==> src/hdl/cplim_pkg.sv <==
// ----------------------------------------------------------------------------
// Chassis power current limiter package
// Shared constants, configuration record and pipeline side-band types.
// ----------------------------------------------------------------------------
package cplim_pkg;

  localparam int MOTOR_COUNT = 4;

  // Pipelined divider geometry: 17-bit numerator shifted up by 16, 18-bit
  // divisor, 24 quotient bits (one per stage).
  localparam int DIV_NUM_W  = 17;
  localparam int DIV_DEN_W  = 18;
  localparam int DIV_STEPS  = 24;
  localparam int DIV_HEAD_W = DIV_NUM_W - 8;

  localparam int TOTAL_W = 18;
  localparam int LIMIT_W = 17;
  localparam int PROD_W  = 16 + DIV_STEPS;

  localparam logic [11:0] LOW_BUFFER_FLOOR = 12'd160;
  localparam logic [11:0] FLOOR_ENERGY     = 12'd80;
  localparam logic [15:0] CAP_OFF_COMMAND  = 16'd12000;
  localparam logic [15:0] CAP_CMD_SCALE    = 16'd100;
  localparam logic [15:0] CAP_CMD_OFFSET   = 16'd1500;
  localparam logic [LIMIT_W-1:0] LIMIT_MAX = 17'd131071;

  localparam int ADDR_W = 5;

  // Register indexes on the configuration port.
  localparam logic [2:0] REG_WARN_BUFFER   = 3'd0;
  localparam logic [2:0] REG_WARN_MARGIN   = 3'd1;
  localparam logic [2:0] REG_NO_REF_LIMIT  = 3'd2;
  localparam logic [2:0] REG_BUFFER_LIMIT  = 3'd3;
  localparam logic [2:0] REG_POWER_LIMIT   = 3'd4;
  localparam logic [2:0] REG_CAP_LOW       = 3'd5;

  typedef struct packed {
    logic [11:0] warning_buffer_energy;
    logic [11:0] warning_power_margin;
    logic [15:0] no_referee_current_limit;
    logic [15:0] buffer_current_limit;
    logic [15:0] power_current_limit;
    logic [15:0] cap_low_energy;
  } cfg_t;

  typedef struct packed {
    logic                         referee;
    logic                         buf_low;
    logic                         pwr_near;
    logic                         cap_en;
    logic [15:0]                  cap_cmd;
    logic [MOTOR_COUNT-1:0][15:0] cur;
    logic [TOTAL_W-1:0]           total;
  } side_t;

endpackage

==> src/hdl/cplim_div.sv <==
// ----------------------------------------------------------------------------
// Chassis power current limiter divider
// Pipelined restoring divider giving (num << 16) / den, one quotient bit per
// stage. The caller guarantees num < den << 8 so the upper bits are zero.
// ----------------------------------------------------------------------------
module cplim_div (
  input  logic                            clk,
  input  logic                            en,
  input  logic [cplim_pkg::DIV_NUM_W-1:0] num,
  input  logic [cplim_pkg::DIV_DEN_W-1:0] den,
  output logic [cplim_pkg::DIV_STEPS-1:0] quo
);
  import cplim_pkg::*;

  logic [DIV_DEN_W-1:0] rem_r  [DIV_STEPS];
  logic [DIV_DEN_W-1:0] den_r  [DIV_STEPS];
  logic [DIV_STEPS-1:0] bits_r [DIV_STEPS];
  logic [DIV_STEPS-1:0] quo_r  [DIV_STEPS];

  logic [DIV_DEN_W-1:0] rem_next  [DIV_STEPS];
  logic [DIV_DEN_W-1:0] den_next  [DIV_STEPS];
  logic [DIV_STEPS-1:0] bits_next [DIV_STEPS];
  logic [DIV_STEPS-1:0] quo_next  [DIV_STEPS];

  always_comb begin
    logic [DIV_DEN_W-1:0] rem_src;
    logic [DIV_DEN_W-1:0] den_src;
    logic [DIV_STEPS-1:0] bits_src;
    logic [DIV_STEPS-1:0] quo_src;
    logic [DIV_DEN_W:0]   trial;
    for (int k = 0; k < DIV_STEPS; k++) begin
      if (k == 0) begin
        rem_src  = DIV_DEN_W'(num[DIV_NUM_W-1:8]);
        den_src  = den;
        bits_src = {num[7:0], 16'd0};
        quo_src  = '0;
      end else begin
        rem_src  = rem_r[k-1];
        den_src  = den_r[k-1];
        bits_src = bits_r[k-1];
        quo_src  = quo_r[k-1];
      end
      trial = {rem_src, bits_src[DIV_STEPS-1]};
      if (trial >= {1'b0, den_src}) begin
        rem_next[k] = DIV_DEN_W'(trial - {1'b0, den_src});
        quo_next[k] = {quo_src[DIV_STEPS-2:0], 1'b1};
      end else begin
        rem_next[k] = trial[DIV_DEN_W-1:0];
        quo_next[k] = {quo_src[DIV_STEPS-2:0], 1'b0};
      end
      den_next[k]  = den_src;
      bits_next[k] = {bits_src[DIV_STEPS-2:0], 1'b0};
    end
  end

  always_ff @(posedge clk) begin
    if (en) begin
      for (int k = 0; k < DIV_STEPS; k++) begin
        rem_r[k]  <= rem_next[k];
        den_r[k]  <= den_next[k];
        bits_r[k] <= bits_next[k];
        quo_r[k]  <= quo_next[k];
      end
    end
  end

  assign quo = quo_r[DIV_STEPS-1];

endmodule

==> config.mk <==
export PLATFORM = sky130hd
export DESIGN_NAME = cplim_div
export DESIGN_NICKNAME = d
export VERILOG_FILES = /design/src/hdl/cplim_pkg.sv /design/src/hdl/cplim_div.sv
export SDC_FILE = /design/constraint.sdc
export NUM_CORES = 2
export LEC_CHECK = 0
export CAP_MARGIN = 20
export CORE_MARGIN = 1
export CORE_UTILIZATION = 55
export CTS_CLUSTER_DIAMETER = 40
export CTS_CLUSTER_SIZE = 40
export DETAILED_ROUTE_END_ITERATION = 12
export DONT_BUFFER_PORTS = 1
export HOLD_SLACK_MARGIN = 0.12
export PLACE_DENSITY = 0.8
export SLEW_MARGIN = 30
export SYNTH_ARGS = -nofsm -noshare
export SYNTH_HDL_FRONTEND = slang
export SYNTH_SLANG_ARGS = --single-unit
==> constraint.sdc <==
create_clock -name clk -period 4.1 [get_ports clk]
set_clock_uncertainty 0.05 [all_clocks]
set_input_delay 0.82 -clock clk [delete_from_list [all_inputs] [get_ports clk]]
set_output_delay 0.82 -clock clk [all_outputs]
set_load 0.02 [all_outputs]
# Word-level counts from Yosys, hierarchy flattened
# Memory sizes are Yosys's and may differ from the RTL's.
# Cells that the tools add are included.
dict set report op_classes {
  magnitude_cmp 24
  add_sub_neg 24
  muxes 50
}
# cell n
set op_table {}
lappend op_table {{>= comparator 19 x 18 -> 1 bit} 23}
lappend op_table {{2-to-1 mux 18 bit} 24}
lappend op_table {{subtractor 18 bit} 23}
lappend op_table {{2-to-1 mux 1 bit} 26}
lappend op_table {{>= comparator 10 x 18 -> 1 bit} 1}
lappend op_table {{subtractor 10 x 18 -> 18 bit} 1}
dict set report word_totals {
  register_bits 0
  elab_cells 102
  mem_count 4
  input_bits 37
  mem_bits_rw 1992
}
# name words width read_ports rd_clocked_by_memory_dff wr line_no
set mem_list {}
lappend mem_list {quo_r 24 24 24 0 24 cplim_div.sv:18} ;# logic [DIV_STEPS-1:0] quo_r [DIV_STEPS];
lappend mem_list {bits_r 24 23 23 0 24 cplim_div.sv:17} ;# logic [DIV_STEPS-1:0] bits_r [DIV_STEPS];
lappend mem_list {den_r 24 18 23 0 24 cplim_div.sv:16} ;# logic [DIV_DEN_W-1:0] den_r [DIV_STEPS];
lappend mem_list {rem_r 24 18 23 0 24 cplim_div.sv:15} ;# logic [DIV_DEN_W-1:0] rem_r [DIV_STEPS];

# Longest topological paths before layout
# An unclocked memory read counts as a cell.
dict set report logic_depth {
  word_depth 3
  ltp_mapped 12
}

# Worst setup path after synthesis
# Ideal clock, no wire load.
dict set report synth_path {
  path_kind {input-to-reg}
  startpoint {in num[7] in the netlist's numbering}
  endpoint {mem rem_r[0][2] (data pin)}
  slack_ns 0.841
  arrival_time_ns 2.949
  setup_ns 0.260
  required_time_ns 3.790
  path_buffers 0
  stages 11
  cell_sequence {inv_1 > ha_1 > fa_1 > inv_1 > a21o_1 > a21oi_1 > o21ai_0 > a21oi_1 > o21ai_0 > o21ai_2 > mux2_2}
}
# item line_no
set synth_rtl {}
lappend synth_rtl {{from (decl)} cplim_div.sv:9} ;# input logic [cplim_pkg::DIV_NUM_W-1:0] num,
lappend synth_rtl {{to (decl)} cplim_div.sv:15}

==> metrics.md <==
| Metric | Value |
|---|---|
| Result of the run | finished, final reports clean |
| Gp weighted congestion | 0.9153 |
| Worst setup timing slack at the placement stage | -0.4724 ns |
| Worst path arrival time | 4.20 ns |
| Count of antenna-violating nets left after detailed routing | 0 |
| R2R setup slack | 0.51 ns |
| Yosys top cell area share | 58.35% |
| Die area | between 0.1 and 0.15 mm2 |
| Number of remaining DRC errors | 0 |
| Net count of the finished layout | 5,312 |
| Initial core utilization | 55.49% |
| Io pins | 61 |
| Count of instances resized after the clock tree is built | 0 |
| Synthesis-stage register bit count | 1,156 |
| Total gr overflow | 0 |
| Yosys warnings | 0 |
| Pwr dens | slightly below 800 mW/mm2 |
| Peak clock frequency supported by timing | 0.2564 GHz |
| Internal Dissipation | 34.40 mW |
| Initial DRC count | approximately 2.8k |
| Type of element capturing the critical path | flip-flop |
| Width of the die | 330.9 um |
| Final instance area | roughly 0.067 mm2 |
| Path type of the worst setup path | in -> reg |
| IR drop worst, VDD | 0.5046 mV |
| Total area of multi-input combinational cells | ~0.022 mm2 |
| Dominant synthesized flop cell | sky130_fd_sc_hd__edfxtp_1 |
| Post-Syn Area per Cell | 12.73 um2 |
| Unrepaired setup endpoints after global routing | no |
| Worst hold path type | in -> reg |
| Share of layout cells above drive strength 1 | 12.09% |
| Antenna violations before repair | 0 |
| Top cells by area, synth | sky130_fd_sc_hd__edfxtp_1 (58%), sky130_fd_sc_hd__ha_1 (8.9%), sky130_fd_sc_hd__mux2_2 (4.6%) |
| Startpoint types | input port |
| Largest net degree at the start of global routing | about 220 |
| Vias in the first global route | 36.41k |
| Total Neg Setup Slack | 0 ns |
| Mean number of vias per cell | 5.766 |
| Slew margin rel. | 36.60% |
| Reg power frac | between 30% and 40% |
| Combinational group share of total power | 39.4% |
| Y dimension of the die | 330.9 um |
| Final WL | 115,700 um |
| Overall via count from detail_route | 36.65k |
| Core utilization of the finished layout | 62.23% |
| Smallest setup slack after layout | about 0.2 ns |
| Placed Instance Area | about 0.061 mm2 |
| Global-route wire length before repair | 185,300 um |
| Reg2Reg Depth | 11 |
| Post-synthesis instance total | 4,675 |
| Placed wire-length estimate | 81,070 um |
| Area of all sequential standard cells | 0.03471 mm2 |
| Number of optimization iterations in the first detailed-route pass | 5 |
| Startpoint of the lowest-slack register-to-register path | den_r[1][20]$_DFFE_PP_ |
| Reported max-cap violation count | 0 |
| Final setup viols | 0 |
| Row count | 120 |
| Shortest clock period the worst path allows after layout | 3.901 ns |
| Number of sinks on the clock net | 1,156 |
| CP Data Required Time | ~4.4 ns |
| Max-slew violation total from the final report | 0 |
| Count of final hold-check violations | 0 |
| Switching pwr | 17.64 mW |
| Launching element of the worst setup path | en |
| Worst Tran Pin Value | 0.9511 ns |
| Clock tree root driver cell | sky130_fd_sc_hd__clkbuf_16 |
| Area Overhead vs Synth | 12.14% |
| Total leakage power | 26.84 nW |
| Antenna fix cells | 0 |
| Count of filler cells inserted in the layout | about 7.8k |
| Number of distinct library cells after synthesis | a little over 80 |
| TritonCTS clock tree | built |
| Clk Latency, worst-skew pair | 0.75 ns |
| Clock group share of total power | 24.7% |
| Share of flip-flops with an asynchronous set or reset | 0% |
| EDFF count, synth | roughly 1.2k |
| Highest net fanout along the worst path | 139 |
| Clock Tree Buf Depth | 3 |
| Total core area | 0.1072 mm2 |
| Area of the mapped netlist | 0.05949 mm2 |
| Post-CTS Setup Repair Bufs | 0 |
| Clock H-tree levels | 4 |
| Clock slew at the register clock pins of the worst setup and hold paths | around 0.070 ns |
| Global Route Usage Sum | 21.33% |
| Sw Ratio | 33.90% |
| Final cycle utilization of the critical path | 95.14% |
| Mapped Nets | 5,158 |
| Synth area leader | sky130_fd_sc_hd__edfxtp_1 |
| Routed length per instance | 18.21 um |
| Number of I/O port buffers | 0 |
| Setup crit end | den_r[2][85]$_DFFE_PP_ |
| Worst flop-to-flop path endpoint | rem_r[1][46]$_DFFE_PP_ |
| CTS buffer count | 150 |
| Sequential area share after synthesis | 58.35% |
metal layers:
metal / global-route usage [%] / wire length, um / vias to the layer above / part of all wire, %
met4: 9.778 / 4684 / 0 / 4.0
met2: 38.11 / 59450 / 1051 / 51
met5: 0 / 0 / - / 0
met3: 3.521 / 5716 / 294 / 4.9
met1: 25.04 / 45900 / 17700 / 40
li1: - / - / 17610 / -
metrics by stage:
| step | power (mW) | hold WS (ns) | cells |
|---|---|---|---|
| 6_report | 52.05 | 0.2333 | 6357 |
| 5_1_grt | 55.10 | 0.1938 | 6357 |
| 4_1_cts | 52.14 | 0.1848 | 6356 |
| 3_5_place_dp | 38.91 | 0.3545 | 6052 |
| 3_3_place_gp | 38.16 | 0.3502 | 6049 |
| 2_1_floorplan | 34.18 | 0.3503 | 4675 |
state kept, by name, indices dropped and copies added, names as in the netlist:
register	cells
bits_r	28
quo_r	300
rem_r	414
den_r	414
final cells by class:
cell class | count | area share (%)
clock buffer | 174 | 5.921
clock inverter | 103 | 1.596
inverter | 545 | 3.066
multi-input combinational | 2911 | 33.63
sequential | 1156 | 52.03
tap | 1403 | 2.631
timing repair buffer | 65 | 1.118
power by group through the flow:
stage | Clock [mW] | Sequential (mW) | Combinational [mW]
5_1_grt | 13.6 | 18.9 | 22.6
3_3_place_gp | 0 | 18.8 | 19.4
3_5_place_dp | 0 | 18.9 | 20.0
2_1_floorplan | 0 | 18.0 | 16.2
6_report | 12.9 | 18.7 | 20.5
4_1_cts | 13.1 | 18.7 | 20.3
Yosys cell counts (10+ instances only):
master,n
sky130_fd_sc_hd__o2111ai_1,10
sky130_fd_sc_hd__a21oi_1,335
sky130_fd_sc_hd__a211oi_1,26
sky130_fd_sc_hd__o41ai_1,10
sky130_fd_sc_hd__inv_1,545
sky130_fd_sc_hd__nand3_1,75
sky130_fd_sc_hd__nand2b_1,25
sky130_fd_sc_hd__fa_1,23
sky130_fd_sc_hd__or2_2,10
sky130_fd_sc_hd__and3_1,22
sky130_fd_sc_hd__mux2_4,16
sky130_fd_sc_hd__a31o_2,15
sky130_fd_sc_hd__nor2b_1,44
sky130_fd_sc_hd__o31ai_1,23
sky130_fd_sc_hd__a211o_1,18
sky130_fd_sc_hd__o22ai_1,11
sky130_fd_sc_hd__o211ai_1,23
sky130_fd_sc_hd__clkbuf_1,33
sky130_fd_sc_hd__or3_1,29
sky130_fd_sc_hd__nor2_1,242
sky130_fd_sc_hd__o31a_1,13
sky130_fd_sc_hd__xor2_1,107
sky130_fd_sc_hd__nand2_1,201
sky130_fd_sc_hd__edfxtp_1,1156
sky130_fd_sc_hd__o21bai_1,41
sky130_fd_sc_hd__a21o_1,134
sky130_fd_sc_hd__mux2_2,243
sky130_fd_sc_hd__a21boi_0,12
sky130_fd_sc_hd__a31oi_1,43
sky130_fd_sc_hd__nor3_1,59
sky130_fd_sc_hd__ha_1,423
sky130_fd_sc_hd__nand4_1,41
sky130_fd_sc_hd__o21a_1,59
sky130_fd_sc_hd__mux2i_1,17
sky130_fd_sc_hd__xnor2_1,216
sky130_fd_sc_hd__o21ai_0,198
sky130_fd_sc_hd__buf_2,14
sky130_fd_sc_hd__buf_6,10
sky130_fd_sc_hd__and2_1,20
logic make-up after synthesis:
family          after synthesis  synth area share, %
xor+xnor                    323                4.755
simple gates                808                6.471
mux                         276                5.289
compound gates             1058                11.45
fa+ha+maj                   446                9.670
flops                      1156                58.35
buf+inv                     608                4.011
repair_timing:
| item | 4_1_cts | 5_1_grt |
|---|---|---|
| endpoints found under the setup margin | 0 | 0 |
| hold buffers | 27 | 0 |
| endpoints found under the hold margin | 63 | 0 |
critical path: stages:
cell                     delay [ns]
sky130_fd_sc_hd__buf_16        0.38
sky130_fd_sc_hd__buf_16        0.45
sky130_fd_sc_hd__buf_16        0.42
sky130_fd_sc_hd__buf_16        0.49
sky130_fd_sc_hd__buf_16        0.49
sky130_fd_sc_hd__buf_16        0.44
layout by cell type (no fill, tap or decap), types with 17 or more instances in the layout:
| cell | instances |
|---|---|
| sky130_fd_sc_hd__nand4_1 | 41 |
| sky130_fd_sc_hd__ha_1 | 423 |
| sky130_fd_sc_hd__a211oi_1 | 26 |
| sky130_fd_sc_hd__nor2_1 | 242 |
| sky130_fd_sc_hd__clkinv_2 | 18 |
| sky130_fd_sc_hd__o21a_1 | 59 |
| sky130_fd_sc_hd__or3_1 | 29 |
| sky130_fd_sc_hd__o21bai_1 | 41 |
| sky130_fd_sc_hd__a21o_1 | 134 |
| sky130_fd_sc_hd__mux2i_1 | 17 |
| sky130_fd_sc_hd__nor3_1 | 59 |
| sky130_fd_sc_hd__fa_1 | 23 |
| sky130_fd_sc_hd__and3_1 | 22 |
| sky130_fd_sc_hd__nor2b_1 | 44 |
| sky130_fd_sc_hd__clkbuf_1 | 19 |
| sky130_fd_sc_hd__and2_1 | 20 |
| sky130_fd_sc_hd__xor2_1 | 107 |
| sky130_fd_sc_hd__a31oi_1 | 42 |
| sky130_fd_sc_hd__nand2b_1 | 25 |
| sky130_fd_sc_hd__inv_1 | 545 |
| sky130_fd_sc_hd__inv_6 | 20 |
| sky130_fd_sc_hd__a21oi_1 | 332 |
| sky130_fd_sc_hd__buf_4 | 29 |
| sky130_fd_sc_hd__clkbuf_16 | 155 |
| sky130_fd_sc_hd__o31ai_1 | 23 |
| sky130_fd_sc_hd__nand2_1 | 201 |
| sky130_fd_sc_hd__edfxtp_1 | 1156 |
| sky130_fd_sc_hd__o211ai_1 | 23 |
| sky130_fd_sc_hd__mux2_2 | 243 |
| sky130_fd_sc_hd__nand3_1 | 75 |
| sky130_fd_sc_hd__o21ai_0 | 197 |
| sky130_fd_sc_hd__xnor2_1 | 216 |
| sky130_fd_sc_hd__a211o_1 | 18 |
| sky130_fd_sc_hd__dlygate4sd3_1 | 26 |
worst min-delay path by stage:
stage                            start                       end  slack (ns)  depth (start not counted)
4_1_cts                        num[10]     rem_r[0][3]$_DFFE_PP_        0.18                          1
6_report                       num[10]     rem_r[0][3]$_DFFE_PP_        0.23                          1
5_1_grt                        num[10]     rem_r[0][3]$_DFFE_PP_        0.19                          1
3_3_place_gp   quo_r[1][133]$_DFFE_PP_   quo_r[1][158]$_DFFE_PP_        0.35                          0
2_1_floorplan  bits_r[0][88]$_DFFE_PP_  bits_r[0][112]$_DFFE_PP_        0.35                          0
3_5_place_dp    quo_r[1][78]$_DFFE_PP_   quo_r[1][103]$_DFFE_PP_        0.35                          0
Power figures use the tool's default switching activity.
