File: src/hdl/cplim_pkg.sv
// ----------------------------------------------------------------------------
// Chassis power current limiter package
// Shared constants, configuration record and pipeline side-band types.
// ----------------------------------------------------------------------------
package cplim_pkg;

  localparam int MOTOR_COUNT = 4;

  // Pipelined divider geometry: 17-bit numerator shifted up by 16, 18-bit
  // divisor, 24 quotient bits (one per stage).
  localparam int DIV_NUM_W  = 17;
  localparam int DIV_DEN_W  = 18;
  localparam int DIV_STEPS  = 24;
  localparam int DIV_HEAD_W = DIV_NUM_W - 8;

  localparam int TOTAL_W = 18;
  localparam int LIMIT_W = 17;
  localparam int PROD_W  = 16 + DIV_STEPS;

  localparam logic [11:0] LOW_BUFFER_FLOOR = 12'd160;
  localparam logic [11:0] FLOOR_ENERGY     = 12'd80;
  localparam logic [15:0] CAP_OFF_COMMAND  = 16'd12000;
  localparam logic [15:0] CAP_CMD_SCALE    = 16'd100;
  localparam logic [15:0] CAP_CMD_OFFSET   = 16'd1500;
  localparam logic [LIMIT_W-1:0] LIMIT_MAX = 17'd131071;

  localparam int ADDR_W = 5;

  // Register indexes on the configuration port.
  localparam logic [2:0] REG_WARN_BUFFER   = 3'd0;
  localparam logic [2:0] REG_WARN_MARGIN   = 3'd1;
  localparam logic [2:0] REG_NO_REF_LIMIT  = 3'd2;
  localparam logic [2:0] REG_BUFFER_LIMIT  = 3'd3;
  localparam logic [2:0] REG_POWER_LIMIT   = 3'd4;
  localparam logic [2:0] REG_CAP_LOW       = 3'd5;

  typedef struct packed {
    logic [11:0] warning_buffer_energy;
    logic [11:0] warning_power_margin;
    logic [15:0] no_referee_current_limit;
    logic [15:0] buffer_current_limit;
    logic [15:0] power_current_limit;
    logic [15:0] cap_low_energy;
  } cfg_t;

  typedef struct packed {
    logic                         referee;
    logic                         buf_low;
    logic                         pwr_near;
    logic                         cap_en;
    logic [15:0]                  cap_cmd;
    logic [MOTOR_COUNT-1:0][15:0] cur;
    logic [TOTAL_W-1:0]           total;
  } side_t;

endpackage

File: src/hdl/cplim_regs.sv
// ----------------------------------------------------------------------------
// Chassis power current limiter registers
// APB-style configuration registers with read-back.
// ----------------------------------------------------------------------------
module cplim_regs (
  input  logic                      clk,
  input  logic                      rst,
  input  logic                      psel,
  input  logic                      penable,
  input  logic                      pwrite,
  input  logic [cplim_pkg::ADDR_W-1:0] paddr,
  input  logic [31:0]               pwdata,
  output logic [31:0]               prdata,
  output logic                      pready,
  output cplim_pkg::cfg_t           cfg
);
  import cplim_pkg::*;

  logic [2:0] idx;
  logic       wr;

  assign idx    = paddr[ADDR_W-1:2];
  assign wr     = psel && penable && pwrite;
  assign pready = 1'b1;

  always_ff @(posedge clk) begin
    if (rst) begin
      cfg.warning_buffer_energy    <= 12'd800;
      cfg.warning_power_margin     <= 12'd320;
      cfg.no_referee_current_limit <= 16'd64000;
      cfg.buffer_current_limit     <= 16'd16000;
      cfg.power_current_limit      <= 16'd20000;
      cfg.cap_low_energy           <= 16'd700;
    end else if (wr) begin
      unique case (idx)
        REG_WARN_BUFFER:  cfg.warning_buffer_energy    <= pwdata[11:0];
        REG_WARN_MARGIN:  cfg.warning_power_margin     <= pwdata[11:0];
        REG_NO_REF_LIMIT: cfg.no_referee_current_limit <= pwdata[15:0];
        REG_BUFFER_LIMIT: cfg.buffer_current_limit     <= pwdata[15:0];
        REG_POWER_LIMIT:  cfg.power_current_limit      <= pwdata[15:0];
        REG_CAP_LOW:      cfg.cap_low_energy           <= pwdata[15:0];
        default: ;
      endcase
    end
  end

  always_comb begin
    unique case (idx)
      REG_WARN_BUFFER:  prdata = {20'd0, cfg.warning_buffer_energy};
      REG_WARN_MARGIN:  prdata = {20'd0, cfg.warning_power_margin};
      REG_NO_REF_LIMIT: prdata = {16'd0, cfg.no_referee_current_limit};
      REG_BUFFER_LIMIT: prdata = {16'd0, cfg.buffer_current_limit};
      REG_POWER_LIMIT:  prdata = {16'd0, cfg.power_current_limit};
      REG_CAP_LOW:      prdata = {16'd0, cfg.cap_low_energy};
      default:          prdata = 32'd0;
    endcase
  end

endmodule

File: config.mk
export PLATFORM = sky130hd
export DESIGN_NAME = cplim_regs
export DESIGN_NICKNAME = d
export VERILOG_FILES = /design/src/hdl/cplim_pkg.sv /design/src/hdl/cplim_regs.sv
export SDC_FILE = /design/constraint.sdc
export NUM_CORES = 1
export LEC_CHECK = 0
export ABC_CLOCK_PERIOD_IN_PS = 1300
export BUFFER_PORTS_ARGS = -buffer_cell sky130_fd_sc_hd__clkbuf_2
export CELL_PAD_IN_SITES_DETAIL_PLACEMENT = 1
export CELL_PAD_IN_SITES_GLOBAL_PLACEMENT = 1
export CORE_UTILIZATION = 30
export CTS_CLUSTER_SIZE = 40
export DETAILED_ROUTE_END_ITERATION = 12
export PLACE_DENSITY_LB_ADDON = 0.1
export SLEW_MARGIN = 20
export SYNTH_ARGS = -nofsm -noshare
export SYNTH_HDL_FRONTEND = slang
export SYNTH_SLANG_ARGS = --single-unit
File: constraint.sdc
create_clock -name clk -period 1.3 [get_ports clk]
set_input_delay 0.13 -clock clk [delete_from_list [all_inputs] [get_ports clk]]
set_output_delay 0.13 -clock clk [all_outputs]
set_load 0.01 [all_outputs]
Word-level counts from Yosys, hierarchy flattened --
Index checks and enable logic that the tools add are counted. W data, S select, Z words.
Word-level totals: bits in read-only memories 0, input port bits 42, memories kept 0, bits in registers 88, bits in latches 0, bits in writable memories 0
Cells by class: add/subtract/negate cells 0, bitwise gates (word level) 0, magnitude comparators 0, eq/ne operators 5, multiplexer cells 1, div/mod/pow operators 0, $mul 0, shift operators 0, reduce and logical (&&, ||, !) cells 9
Operators with widths (number):
- $pmux W16 S6 | 1
- $reduce_and A2 Y1 | 6
- $eq A3 B2 Y1 const B | 2
- $eq A3 B3 Y1 const B | 2
- $eq A3 B1 Y1 const B | 1
- $logic_not A3 Y1 | 1
- $logic_and A1 B1 Y1 | 2

Longest topological paths before layout --
Gate-level depths: netlist (run 1).
word-level depth 3, depth in mapped cells 6, depth with buffers taken out 3

Worst setup path before layout (run 1) --
Ideal clock, no wire load.
path type in2out, from input paddr[3] (netlist bit), to output prdata[10], path slack 0.070 ns, stages 5, required time 1.170 ns, path buffers 2, arrival time 1.100 ns, cells stage by stage buf_4 -> buf_6 -> mux4_2 -> nand2_1 -> o21ai_0
Between the ends: cells in the longest elaborated chain, start to end 2, elaborated cells on any way between the ends 7
Ends and longest elaborated chain:
- start: declaration | line cplim_regs.sv:11 | input logic [cplim_pkg::ADDR_W-1:0] paddr,
- $eq A3 B3 Y1, or another cell as far along | line cplim_regs.sv:48 | unique case (idx)
- $pmux W16 S6 (*) | line cplim_regs.sv:48
- end: declaration | line cplim_regs.sv:13 | output logic [31:0] prdata,
Mark *: on every way between the ends. The rest lies on a longest branch, timed or not.

Worst setup path in the final report (run 1) --
from register cfg[39] (netlist bit), to output prdata[7]
Between the ends: cells in the longest elaborated chain, start to end 1
Ends and longest elaborated chain:
- start: declaration | line cplim_regs.sv:15 | output cplim_pkg::cfg_t cfg
- $pmux W16 S6 | line cplim_regs.sv:48
Every way passes these cells.

==> tab_implementation.tex, run 1 <==
\begin{tabular}{lr}
\hline
Metric & Value \\
\hline
\multicolumn{2}{l}{\textbf{Run status}} \\
\quad Run status & finished, violations left \\
\quad Failing checks & setup timing \\
\multicolumn{2}{l}{\textbf{Drt}} \\
\quad Total wire length & 16100 microns \\
\quad Routed vias & 4272 \\
\quad Post-detailed-route DRC marker count & 0 \\
\quad Drt first-iter violations & 229 \\
\quad Antenna Nets Post-Route & 0 \\
\quad Mean number of vias per cell & a little over 5 \\
\quad Wire per inst & around 19 microns \\
\quad Detailed-router iteration count before antenna repair & 4 \\
\multicolumn{2}{l}{\textbf{Timing}} \\
\quad Portion of the clock cycle consumed by the worst path in the final layout & 129\% \\
\quad \# setup viols final & 12 \\
\quad Worst Skew & 0 ns \\
\quad Max Freq & $\sim$600 MHz \\
\quad Slew HR & 65.3\% \\
\quad Final hold violations & 0 \\
\quad RSZ-0062 raised after global routing & yes \\
\quad Post-route setup slack & -0.371 ns \\
\quad Max-slew violations & 0 \\
\quad Time the final worst path needs with I/O delays and setup & around 1.7 ns \\
\quad Worst hold margin & 0.0400 ns \\
\quad Tightest Pin Transition & roughly 0.52 ns \\
\multicolumn{2}{l}{\textbf{Yosys}} \\
\quad Async SR Flop Fraction & 0\% \\
\quad Average instance area after synthesis & 8.92 sq um \\
\quad Gate Count Post-Synth & roughly 480 \\
\quad Flops \& latches, synth & 88 \\
\quad Mapped Area & roughly 4300 sq um \\
\quad EDFF count, synth & 0 \\
\quad Most frequently used flop master after synthesis & sky130\_fd\_sc\_hd\_\_dfxtp\_1 \\
\quad Sequential element share of the synthesized area & about two fifths \\
\quad Post-synth cell types & 32 \\
\quad Count of yosys warnings during synthesis & 0 \\
\multicolumn{2}{l}{\textbf{Final layout}} \\
\quad Final instance count without filler cells & 840 \\
\quad Register bank with the most flops & cfg \\
\quad Fraction of layout instances using a drive strength above 1 & 42.7\% \\
\quad Registers with the highest flip-flop counts & cfg x88 \\
\quad \# nets final & 697 \\
\quad Post-route cell area & 6010 sq um \\
\quad Antenna cells & 0 \\
\quad Flip-flop count of the largest register after layout & 88 \\
\quad Layout area overhead & 39.8\% \\
\quad Finished Core Util & 43.1\% \\
\multicolumn{2}{l}{\textbf{Pwr}} \\
\quad Leak Pwr & $\sim$2.7 nW \\
\quad Power per standard cell area & 1080 nW/um\^{}2 \\
\quad Maximum vdd ir drop & 0.000786 V \\
\multicolumn{2}{l}{\textbf{Floorplanning}} \\
\quad Die Y-Extent & 122 microns \\
\quad Initial standard-cell utilization of the core & 30.8\% \\
\quad Total die area & 14800 sq um \\
\quad \# IOs & 163 \\
\quad Area of the core & $\sim$14000 sq um \\
\quad Rows & 43 \\
\quad Horiz. Die Dim & 122 microns \\
\multicolumn{2}{l}{\textbf{Place}} \\
\quad Final weighted congestion of routability-driven global placement & 0.855 \\
\quad Instance area at placement & roughly 5500 sq um \\
\quad Quantity of I/O buffers inserted on ports & 127 \\
\quad Post-place setup slack & -0.262 ns \\
\quad Number of placed instances with taps included & roughly 820 \\
\quad Post-DP HPWL & around 12000 microns \\
\multicolumn{2}{l}{\textbf{Hold path}} \\
\quad Min-delay worst type & in2reg \\
\multicolumn{2}{l}{\textbf{Job}} \\
\quad Number of max-cap violations & 0 \\
\multicolumn{2}{l}{\textbf{Clock network}} \\
\quad Number of clock sinks & slightly below 90 \\
\quad H-tree level count & 3 \\
\quad CTS tree & built \\
\quad Number of buffers added by the clock tree synthesis step & 9 \\
\quad Clock root buffer & sky130\_fd\_sc\_hd\_\_clkbuf\_16 \\
\quad Number of buffers added to fix hold violations after cts & 0 \\
\quad Clock latency of the later-clocked register in the worst-skew pair & 0.34 ns \\
\quad Clock transition at the registers of the reported paths & 0.07 ns \\
\quad Maximum buffer depth of the clock tree & 2 \\
\multicolumn{2}{l}{\textbf{Global route}} \\
\quad Wire length of the first global-routing pass & 24200 microns \\
\quad Total gr overflow & 0 \\
\quad Pin count of the biggest net entering global routing & 50 \\
\quad Number of antenna violations at the first check in global routing & 0 \\
\quad Vias in the first global route & 4178 \\
\quad Combined global-route utilization of all metal layers & between 20\% and 30\% \\
\multicolumn{2}{l}{\textbf{Critical path}} \\
\quad Critical path start-end classification & reg2out \\
\quad Category of the worst setup path launch point & register \\
\quad Worst endpoint data arrival time & 1.54 ns \\
\quad Cell-by-cell trace of the critical path & mux2\_2 > a32o\_1 > a221o\_1 > clkbuf\_2 \\
\quad Slowest-stage cell, CP & sky130\_fd\_sc\_hd\_\_dfxtp\_1 \\
\quad WP data required & approximately 1.2 ns \\
\quad Maximum fanout count along the critical path & 2 \\
\quad Largest incremental delay on the critical path & 0.31 ns \\
\quad Endpoint class of the critical path & output pin \\
\hline
\end{tabular}
==> critical path: cells and delay by family, from the launching register on <==
kind | cells | cell delay [ns]
AO/OA/AOI/OAI | 2 | 0.48
flip-flops | 1 | 0.31
multiplexers | 1 | 0.27
buffers and inverters | 1 | 0.13
==> synthesized netlist by cell type (all sizes together) (2+ instances only) <==
library cell	n	area share, %
o211ai	2	0.35
nand2b	28	4.1
o21ai	46	5.4
o31ai	2	0.35
nand2	6	0.52
a32oi	6	1.2
dfxtp	88	41
a221o	5	1.2
mux2i	56	13
conb	2	0.17
a32o	5	1.2
mux2	20	5.2
a22oi	4	0.70
o22ai	4	0.58
nor2b	2	0.29
nand3	45	5.2
clkbuf	23	2.0
buf	37	5.8
a21oi	43	5.0
nor2	49	4.5
==> where the power goes <==
part | internal, mW | switching [mW]
Clock | 1.93 | 1.10
Sequential | 2.72 | 0.0163
Combinational | 0.293 | 0.436
Total | 4.94 | 1.55
==> cells in the final DEF, fill, tap and decap left out, types with 2 or more instances in the layout <==
cell type,n
sky130_fd_sc_hd__clkbuf_2,124
sky130_fd_sc_hd__buf_4,71
sky130_fd_sc_hd__dfxtp_1,62
sky130_fd_sc_hd__mux2i_1,56
sky130_fd_sc_hd__nor2_1,46
sky130_fd_sc_hd__nand3_1,45
sky130_fd_sc_hd__a21oi_1,43
sky130_fd_sc_hd__o21ai_0,41
sky130_fd_sc_hd__nand2b_1,28
sky130_fd_sc_hd__dfxtp_2,26
sky130_fd_sc_hd__conb_1,17
sky130_fd_sc_hd__mux2_2,14
sky130_fd_sc_hd__clkbuf_16,9
sky130_fd_sc_hd__buf_12,7
sky130_fd_sc_hd__mux2_4,6
sky130_fd_sc_hd__a32oi_1,5
sky130_fd_sc_hd__a32o_1,5
sky130_fd_sc_hd__a221o_1,5
sky130_fd_sc_hd__nand2_1,5
sky130_fd_sc_hd__a22oi_2,4
sky130_fd_sc_hd__o21ai_1,4
sky130_fd_sc_hd__o22ai_1,4
sky130_fd_sc_hd__nor2_2,3
sky130_fd_sc_hd__bufinv_16,3
sky130_fd_sc_hd__buf_2,3
sky130_fd_sc_hd__nor2b_1,2
sky130_fd_sc_hd__o211ai_1,2
sky130_fd_sc_hd__o31ai_1,2
sky130_fd_sc_hd__buf_6,2
==> kinds of logic after synthesis <==
kind of cell | share of synthesized area (%)
flip-flops | 41.0
AND/OR/NAND/NOR | 16.2
AO/OA/AOI/OAI | 15.9
multiplexers | 18.8
other | 0.175
buffers and inverters | 7.92
==> metrics by stage <==
step | power (mW) | setup TNS, ns
final | 6.49 | -3.15
after global routing | 6.72 | -3.75
after CTS | 6.57 | -3.34
after global placement | 3.49 | -6.63
after floorplan | 3.19 | 0
after detailed placement | 3.50 | -9.84
==> final cells by class <==
class | instances | area (sq um)
multi-input combinational | 348 | 2310
sequential | 88 | 1790
timing repair buffer | 207 | 1330
fill | 1673 | 7930
tap | 180 | 225
clock buffer | 11 | 243
inverter | 1 | 3.75
clock inverter | 5 | 104
==> per-layer routing <==
layer  global-route usage [%]  share of wire [%]  vias up
li1                         -                  -     2023
met4                     6.56                1.7        0
met2                     36.5                 48      115
met1                     28.9                 46     2115
met3                     4.26                4.3       19
met5                        0                  0        -
==> worst paths after layout <==
check                  start  cells past startpoint        end  slack [ns]
setup / recovery     cfg[39]                      4  prdata[7]       -0.37
hold / removal    pwdata[12]                      3    cfg[28]        0.04
setup reg to reg     cfg[59]                      3    cfg[59]        0.53
hold reg to reg      cfg[20]                      2    cfg[20]        0.49
==> what timing repair did <==
| item | CTS | global route |
|---|---|---|
| gates cloned | 0 | 0 |
| setup buffers | 7 | 0 |
| pin swaps | 7 | 5 |
| resized for setup | 31 | 17 |
| endpoints found under the setup margin | 16 | 16 |
Note: power is estimated with default switching activity, not from simulation.
==> run 2, diff against run 1 <==
ABC_CLOCK_PERIOD_IN_PS = 1600   (was 1300)
CORE_MARGIN = 10   (was default)
HOLD_SLACK_MARGIN = 0.05   (was default)
clock period = 1.6 ns   (was 1.3 ns; I/O delays follow)
==> run 2 against run 1 <==
Effect of this change:
- the flow still finishes with violations (setup timing)
- combinational power is 22% lower
- critical path depth stayed put
- sequential power is 19% lower
- count of clock-buffer cells in the layout is 2 higher
- core utilization is 1.9 points lower
- critical endpoint is now prdata[3]
- die area is 32% higher
- via count is 2.3% lower
- design area is 4.5% lower
==> tab_implementation.tex, run 2 (synthesis gave the netlist of run 1 again) <==
\begin{tabular}{lr}
\hline
Metric & Value \\
\hline
\multicolumn{2}{l}{\textbf{Final layout}} \\
\quad Commonest cells after routing, fill and taps aside & sky130\_fd\_sc\_hd\_\_clkbuf\_2 (122), sky130\_fd\_sc\_hd\_\_dfxtp\_1 (69), sky130\_fd\_sc\_hd\_\_mux2i\_1 (56) \\
\quad \# nets final & 678 \\
\quad Finished Core Util & 41.2\% \\
\quad Fraction of layout instances using a drive strength above 1 & between 30\% and 40\% \\
\quad Post-route cell area & 5740 sq um \\
\quad Fillcell total & 1667 \\
\quad Antenna cells & 0 \\
\quad Registers with the highest flip-flop counts & cfg x88 \\
\quad Register bank with the most flops & cfg \\
\quad Flip-flop count of the largest register after layout & 88 \\
\quad Layout area overhead & 33.5\% \\
\quad Register area & 1790 sq um \\
\quad Multi-input gate area & 2280 sq um \\
\quad Most common cell after layout, fill and taps aside & sky130\_fd\_sc\_hd\_\_clkbuf\_2 \\
\multicolumn{2}{l}{\textbf{Global route}} \\
\quad Total gr overflow & 0 \\
\quad Number of antenna violations at the first check in global routing & 0 \\
\quad Wire length of the first global-routing pass & 26600 microns \\
\quad Vias in the first global route & 4505 \\
\quad Combined global-route utilization of all metal layers & 17.1\% \\
\quad Pin count of the biggest net entering global routing & 54 \\
\multicolumn{2}{l}{\textbf{Critical path}} \\
\quad Endpoint class of the critical path & output pin \\
\quad Worst endpoint data arrival time & around 1.6 ns \\
\quad Largest incremental delay on the critical path & 0.32 ns \\
\quad Slowest-stage cell, CP & sky130\_fd\_sc\_hd\_\_dfxtp\_2 \\
\quad Maximum fanout count along the critical path & 2 \\
\quad Category of the worst setup path launch point & register \\
\quad Logic depth of the worst register-to-register path & 3 \\
\quad R2r setup slk & 0.84 ns \\
\quad End of the worst register-to-register path & cfg[42] \\
\quad Critical path start-end classification & reg2out \\
\quad WP data required & between 1 and 1.5 ns \\
\quad Cell family with the largest share of critical-path delay & compound AO/OA/AOI/OAI gates \\
\quad Number of cells on the critical path & 4 \\
\quad Cell-by-cell trace of the critical path & mux2\_2 > a32o\_1 > a221o\_1 > clkbuf\_2 \\
\quad WP buf/inv & 1 \\
\quad Crit Reg-Reg Startpoint & cfg[42] \\
\multicolumn{2}{l}{\textbf{Drt}} \\
\quad Drt first-iter violations & between 200 and 250 \\
\quad Detailed-router iteration count before antenna repair & 4 \\
\quad Highest routed metal layer & met4 \\
\quad Post-detailed-route DRC marker count & 0 \\
\quad Total wire length & 17400 microns \\
\quad Met3 WL & 1030 microns \\
\quad Wire per inst & 21.1 microns \\
\quad Antenna Nets Post-Route & 0 \\
\quad Metal-1 WL & 7630 microns \\
\quad Routed vias & $\sim$4.2k \\
\quad Detail Route met2 WL & 8480 microns \\
\quad Mean number of vias per cell & 5.08 \\
\multicolumn{2}{l}{\textbf{Clock network}} \\
\quad Number of buffers added by the clock tree synthesis step & 9 \\
\quad Number of buffers added to fix hold violations after cts & 0 \\
\quad Clock transition at the registers of the reported paths & 0.06 ns \\
\quad H-tree level count & 3 \\
\quad Maximum buffer depth of the clock tree & 2 \\
\quad Clock root buffer & sky130\_fd\_sc\_hd\_\_clkbuf\_16 \\
\quad Number of clock sinks & 88 \\
\quad CTS tree & built \\
\quad Clock latency of the later-clocked register in the worst-skew pair & 0.34 ns \\
\multicolumn{2}{l}{\textbf{Floorplanning}} \\
\quad Die Y-Extent & between 100 and 150 microns \\
\quad \# IOs & 163 \\
\quad Rows & 43 \\
\quad Initial standard-cell utilization of the core & 30.8\% \\
\quad Horiz. Die Dim & $\sim$140 microns \\
\quad Area of the core & 13900 sq um \\
\quad Total die area & approximately 20000 sq um \\
\multicolumn{2}{l}{\textbf{Pwr}} \\
\quad Maximum vdd ir drop & 0.000445 V \\
\quad Power per standard cell area & 827 nW/um\^{}2 \\
\quad Leak Pwr & between 2 and 3 nW \\
\multicolumn{2}{l}{\textbf{Hold path}} \\
\quad Worst Min Path Start & pwdata[14] \\
\quad Number of cells on the worst hold path & 3 \\
\quad Min-delay worst type & in2reg \\
\quad Destination of the worst hold path & cfg[14] \\
\multicolumn{2}{l}{\textbf{Timing}} \\
\quad Portion of the clock cycle consumed by the worst path in the final layout & 107\% \\
\quad Post-route setup slack & -0.107 ns \\
\quad Accumulated negative setup slack & -0.463 ns \\
\quad Final hold violations & 0 \\
\quad Time the final worst path needs with I/O delays and setup & 1.71 ns \\
\quad Worst Skew & 0 ns \\
\quad Tightest Pin Transition & 0.546 ns \\
\quad Max Freq & around 600 MHz \\
\quad \# setup viols final & 5 \\
\quad Slew HR & 63.4\% \\
\quad Worst hold margin & between 0.1 and 0.15 ns \\
\quad Max-slew violations & 0 \\
\quad RSZ-0062 raised after global routing & yes \\
\multicolumn{2}{l}{\textbf{Run status}} \\
\quad Failing checks & setup timing \\
\quad Run status & finished, violations left \\
\multicolumn{2}{l}{\textbf{Place}} \\
\quad Post-place setup slack & -0.0126 ns \\
\quad Instance area at placement & 5310 sq um \\
\quad Quantity of I/O buffers inserted on ports & roughly 130 \\
\quad Final weighted congestion of routability-driven global placement & 0.814 \\
\quad Post-DP HPWL & 13200 microns \\
\multicolumn{2}{l}{\textbf{Job}} \\
\quad Number of max-cap violations & 0 \\
\hline
\end{tabular}
-- run 2: worst max path at each step --
stage	slack [ns]	startpoint	to
after floorplan	0.31	paddr[3]	prdata[10]
after detailed placement	-0.01	paddr[3]	prdata[8]
final	-0.11	cfg[35]	prdata[3]
after global placement	0.005	paddr[3]	prdata[8]
after global routing	-0.15	cfg[33]	prdata[1]
after CTS	-0.11	cfg[33]	prdata[1]
-- run 2: worst register-to-register path, delay by kind of cell, from the launching register on --
kind / cells / cell delay [ns]
AND/OR/NAND/NOR: 1 / 0.10
buffers and inverters: 1 / 0.13
multiplexers: 1 / 0.09
flip-flops: 1 / 0.32
-- run 2: area by class of cell --
cell class | count | area share (%)
repair buffers | 188 | 20.5
multi-input cells | 348 | 39.7
well taps | 180 | 3.92
clock buffers | 13 | 4.36
inverters | 1 | 0.0654
flip-flops and latches | 88 | 31.1
clock inverters | 3 | 0.305
-- run 2: stage by stage --
step	std cells	total power, mW
5_1_grt	821	4.91
4_1_cts	819	4.78
2_1_floorplan	497	2.59
3_5_place_dp	792	2.82
3_3_place_gp	792	2.81
6_report	821	4.75
-- run 2: per-layer routing --
layer	global-route usage (%)	vias to the layer above
li1	-	1996
met2	29.0	106
met3	4.19	13
met1	20.9	2057
met5	0	-
met4	4.89	0
-- run 2: power breakdown --
part | leakage, nW | switching (mW) | internal (mW) | total (mW)
Combinational | 1.68 | 0.351 | 0.217 | 0.568
Clock | 0.130 | 0.867 | 1.09 | 1.96
Sequential | 0.715 | 0.0140 | 2.21 | 2.22
Total | 2.52 | 1.23 | 3.52 | 4.75
-- run 2: timing repair --
action                                  CTS  global route
setup buffers                            11             2
pin swaps                                 3             5
endpoints found under the setup margin    8            11
resized for setup                        19            16
==> run 3, diff against run 2 <==
ABC_AREA = 1   (was default)
CORE_UTILIZATION = 33   (was 30)
==> run 3 against run 2 <==
Effect of this change:
- the run now ends clean
- cell count increased by 21%
- maximum frequency increased by 12%
- count of clock-buffer cells in the layout decreased by 1
- first-iteration DRC count increased by 47%
- critical path depth increased by 1
- routed wire length increased by 4.2%
- global-route usage increased by 2.6 points
- register-to-register slack improved by 0.12 ns
- clock skew unchanged
- via count increased by 16%
- synthesized cell count increased by 43%
- setup slack improved by 0.18 ns
- highest routed layer unchanged
==> tab_implementation.tex, run 3 <==
\begin{tabular}{lr}
\hline
Metric & Value \\
\hline
\multicolumn{2}{l}{\textbf{Run status}} \\
\quad Run status & finished, final reports clean \\
\multicolumn{2}{l}{\textbf{Place}} \\
\quad Instance area at placement & 5290 sq um \\
\quad Post-DP HPWL & 13400 microns \\
\quad Final weighted congestion of routability-driven global placement & 0.833 \\
\quad Quantity of I/O buffers inserted on ports & approximately 130 \\
\multicolumn{2}{l}{\textbf{Timing}} \\
\quad Max Freq & between 600 and 700 MHz \\
\quad Portion of the clock cycle consumed by the worst path in the final layout & a little over nine tenths \\
\quad RSZ-0062 raised after global routing & no \\
\quad Time the final worst path needs with I/O delays and setup & 1.53 ns \\
\quad Worst Skew & 0 ns \\
\quad Accumulated negative setup slack & 0 ns \\
\quad \# setup viols final & 0 \\
\quad Max-slew violations & 0 \\
\quad Final hold violations & 0 \\
\multicolumn{2}{l}{\textbf{Yosys}} \\
\quad Multiplexer share of the synthesized area & 0\% \\
\quad EDFF count, synth & 0 \\
\quad Post-synth cell types & 19 \\
\quad Commonest cells in the netlist & sky130\_fd\_sc\_hd\_\_nand2\_1 (198), sky130\_fd\_sc\_hd\_\_nor2\_1 (147), sky130\_fd\_sc\_hd\_\_nand3\_1 (95) \\
\quad Mapped Area & between 4000 and 5000 sq um \\
\quad Gate Count Post-Synth & between 600 and 700 \\
\quad Cell type with the highest aggregate area in the netlist & sky130\_fd\_sc\_hd\_\_dfxtp\_1 \\
\quad Share of the synthesized area in compound gates (AO/OA/AOI/OAI) & 2.03\% \\
\quad Simple-gate area share of the yosys netlist & between 40 and 50\% \\
\quad Sequential element share of the synthesized area & just under 40\% \\
\quad Synthesized-area fraction occupied by xor and xnor cells & 0\% \\
\quad Count of yosys warnings during synthesis & 0 \\
\quad Cell types with the largest area share after synthesis & sky130\_fd\_sc\_hd\_\_dfxtp\_1 (40\%), sky130\_fd\_sc\_hd\_\_nand2\_1 (17\%), sky130\_fd\_sc\_hd\_\_nor2\_1 (12\%) \\
\quad Average instance area after synthesis & 6.42 sq um \\
\quad Leading cell type by number of instances after synthesis & sky130\_fd\_sc\_hd\_\_nand2\_1 \\
\quad Async SR Flop Fraction & 0\% \\
\quad Most frequently used flop master after synthesis & sky130\_fd\_sc\_hd\_\_dfxtp\_1 \\
\quad Fraction of the mapped netlist area in adder cells & 0\% \\
\quad Combinational family with the most area after synthesis & simple AND/OR/NAND/NOR gates \\
\quad Area fraction of the dominant cell type after synthesis & about two fifths \\
\quad Flops \& latches, synth & 88 \\
\multicolumn{2}{l}{\textbf{Final layout}} \\
\quad \# nets final & 856 \\
\quad Multi-input gate area & $\sim$2200 sq um \\
\quad Flip-flop count of the largest register after layout & 88 \\
\quad Fillcell total & approximately 1.8k \\
\quad Register area & 1760 sq um \\
\quad Registers with the highest flip-flop counts & cfg x88 \\
\quad Layout area overhead & 27.0\% \\
\quad Post-route cell area & 5630 sq um \\
\quad Most common cell after layout, fill and taps aside & sky130\_fd\_sc\_hd\_\_nand2\_1 \\
\quad Register bank with the most flops & cfg \\
\quad Antenna cells & 0 \\
\quad Commonest cells after routing, fill and taps aside & sky130\_fd\_sc\_hd\_\_nand2\_1 (198), sky130\_fd\_sc\_hd\_\_nor2\_1 (144), sky130\_fd\_sc\_hd\_\_clkbuf\_2 (127) \\
\quad Fraction of layout instances using a drive strength above 1 & 22.6\% \\
\multicolumn{2}{l}{\textbf{Critical path}} \\
\quad Category of the worst setup path launch point & register \\
\quad Endpoint class of the critical path & output pin \\
\quad WP data required & 1.44 ns \\
\quad Critical path start-end classification & reg2out \\
\quad Worst endpoint data arrival time & 1.37 ns \\
\quad Maximum fanout count along the critical path & 3 \\
\multicolumn{2}{l}{\textbf{Clock network}} \\
\quad Clock transition at the registers of the reported paths & roughly 0.060 ns \\
\quad Clock latency of the later-clocked register in the worst-skew pair & 0.35 ns \\
\quad Number of buffers added by the clock tree synthesis step & 9 \\
\quad Maximum buffer depth of the clock tree & 2 \\
\quad Number of clock sinks & just under 90 \\
\quad CTS tree & built \\
\quad H-tree level count & 3 \\
\quad Clock root buffer & sky130\_fd\_sc\_hd\_\_clkbuf\_16 \\
\quad Count of buffers added by post-CTS timing repair for setup & 0 \\
\multicolumn{2}{l}{\textbf{Pwr}} \\
\quad Maximum vdd ir drop & 0.000450 V \\
\quad Leak Pwr & $\sim$2.8 nW \\
\quad Power per standard cell area & $\sim$880 nW/um\^{}2 \\
\multicolumn{2}{l}{\textbf{Drt}} \\
\quad Post-detailed-route DRC marker count & 0 \\
\quad Wire per inst & 18.2 microns \\
\quad Antenna Nets Post-Route & 0 \\
\quad Routed vias & 4830 \\
\quad Total wire length & 18100 microns \\
\quad Detailed-router iteration count before antenna repair & 5 \\
\quad Drt first-iter violations & between 300 and 400 \\
\quad Mean number of vias per cell & 4.85 \\
\multicolumn{2}{l}{\textbf{Floorplanning}} \\
\quad Die Y-Extent & 136 microns \\
\quad Total die area & 18500 sq um \\
\quad Horiz. Die Dim & 136 microns \\
\quad Rows & 42 \\
\quad Initial standard-cell utilization of the core & 33.6\% \\
\quad Area of the core & approximately 13000 sq um \\
\quad \# IOs & 163 \\
\multicolumn{2}{l}{\textbf{Global route}} \\
\quad Number of antenna violations at the first check in global routing & 0 \\
\quad Combined global-route utilization of all metal layers & 19.7\% \\
\quad Wire length of the first global-routing pass & 28100 microns \\
\quad Total gr overflow & 0 \\
\quad Vias in the first global route & 4940 \\
\quad Pin count of the biggest net entering global routing & 89 \\
\multicolumn{2}{l}{\textbf{Hold path}} \\
\quad Min-delay worst type & in2reg \\
\multicolumn{2}{l}{\textbf{Job}} \\
\quad Number of max-cap violations & 0 \\
\hline
\end{tabular}
## run 3: final timing paths
kind	from	endpoint	slack (ns)	cells past startpoint
hold reg to reg	cfg[41]	cfg[41]	0.49	2
setup reg to reg	cfg[2]	cfg[2]	0.96	2
hold / removal	pwdata[6]	cfg[70]	0.06	3
setup / recovery	cfg[1]	prdata[1]	0.07	5
## run 3: critical path, stage by stage (launching register included)
cell and delay (ns):
sky130_fd_sc_hd__dfxtp_1 0.32, sky130_fd_sc_hd__nand4_1 0.10, sky130_fd_sc_hd__nand2_1 0.11, sky130_fd_sc_hd__nor2_1 0.26, sky130_fd_sc_hd__nand2_1 0.10, sky130_fd_sc_hd__clkbuf_2 0.14
## run 3: final cells by class
cell class / instances / area share (%)
multi-input combinational: 514 / 39.4
sequential: 88 / 31.3
timing repair buffer: 159 / 17.5
clock buffer: 12 / 4.20
tap: 176 / 3.91
inverter: 42 / 2.80
clock inverter: 4 / 0.801
## run 3: power breakdown
group	switching (mW)	internal, mW
logic	0.409	0.193
registers	0.0250	2.22
clock network	0.901	1.21
total	1.34	3.62
## run 3: repair_timing
| action | in CTS | in global routing |
|---|---|---|
| resized for setup | 0 | 5 |
| hold endpoints to repair | 4 | 0 |
| setup endpoints to repair | 0 | 6 |
| hold buffers | 4 | 0 |
## run 3: cells by family after synthesis
group,Yosys count
flops,88
simple gates,479
compound gates,18
buf+inv,103
other cells,2
## run 3: routing by layer
layer	up-vias	track usage, %	part of all wire, %
li1	2391	-	-
met1	2303	25.5	44
met2	125	31.2	46
met3	11	4.94	8.0
met4	0	6.39	1.4
met5	-	0	0
## run 3: stage by stage
step	power (mW)	utilization, %	cells	hold slack (ns)	worst slack, ns
detailed placement	2.88	40.1	975	0.398	0.103
global placement	2.87	40.1	975	0.392	0.126
finish	4.95	42.7	995	0.0598	0.0727
global route	5.15	42.7	995	0.0852	0.00200
floorplan	2.64	-	705	0.286	0.417
CTS	5.01	42.5	995	0.0527	0.0392
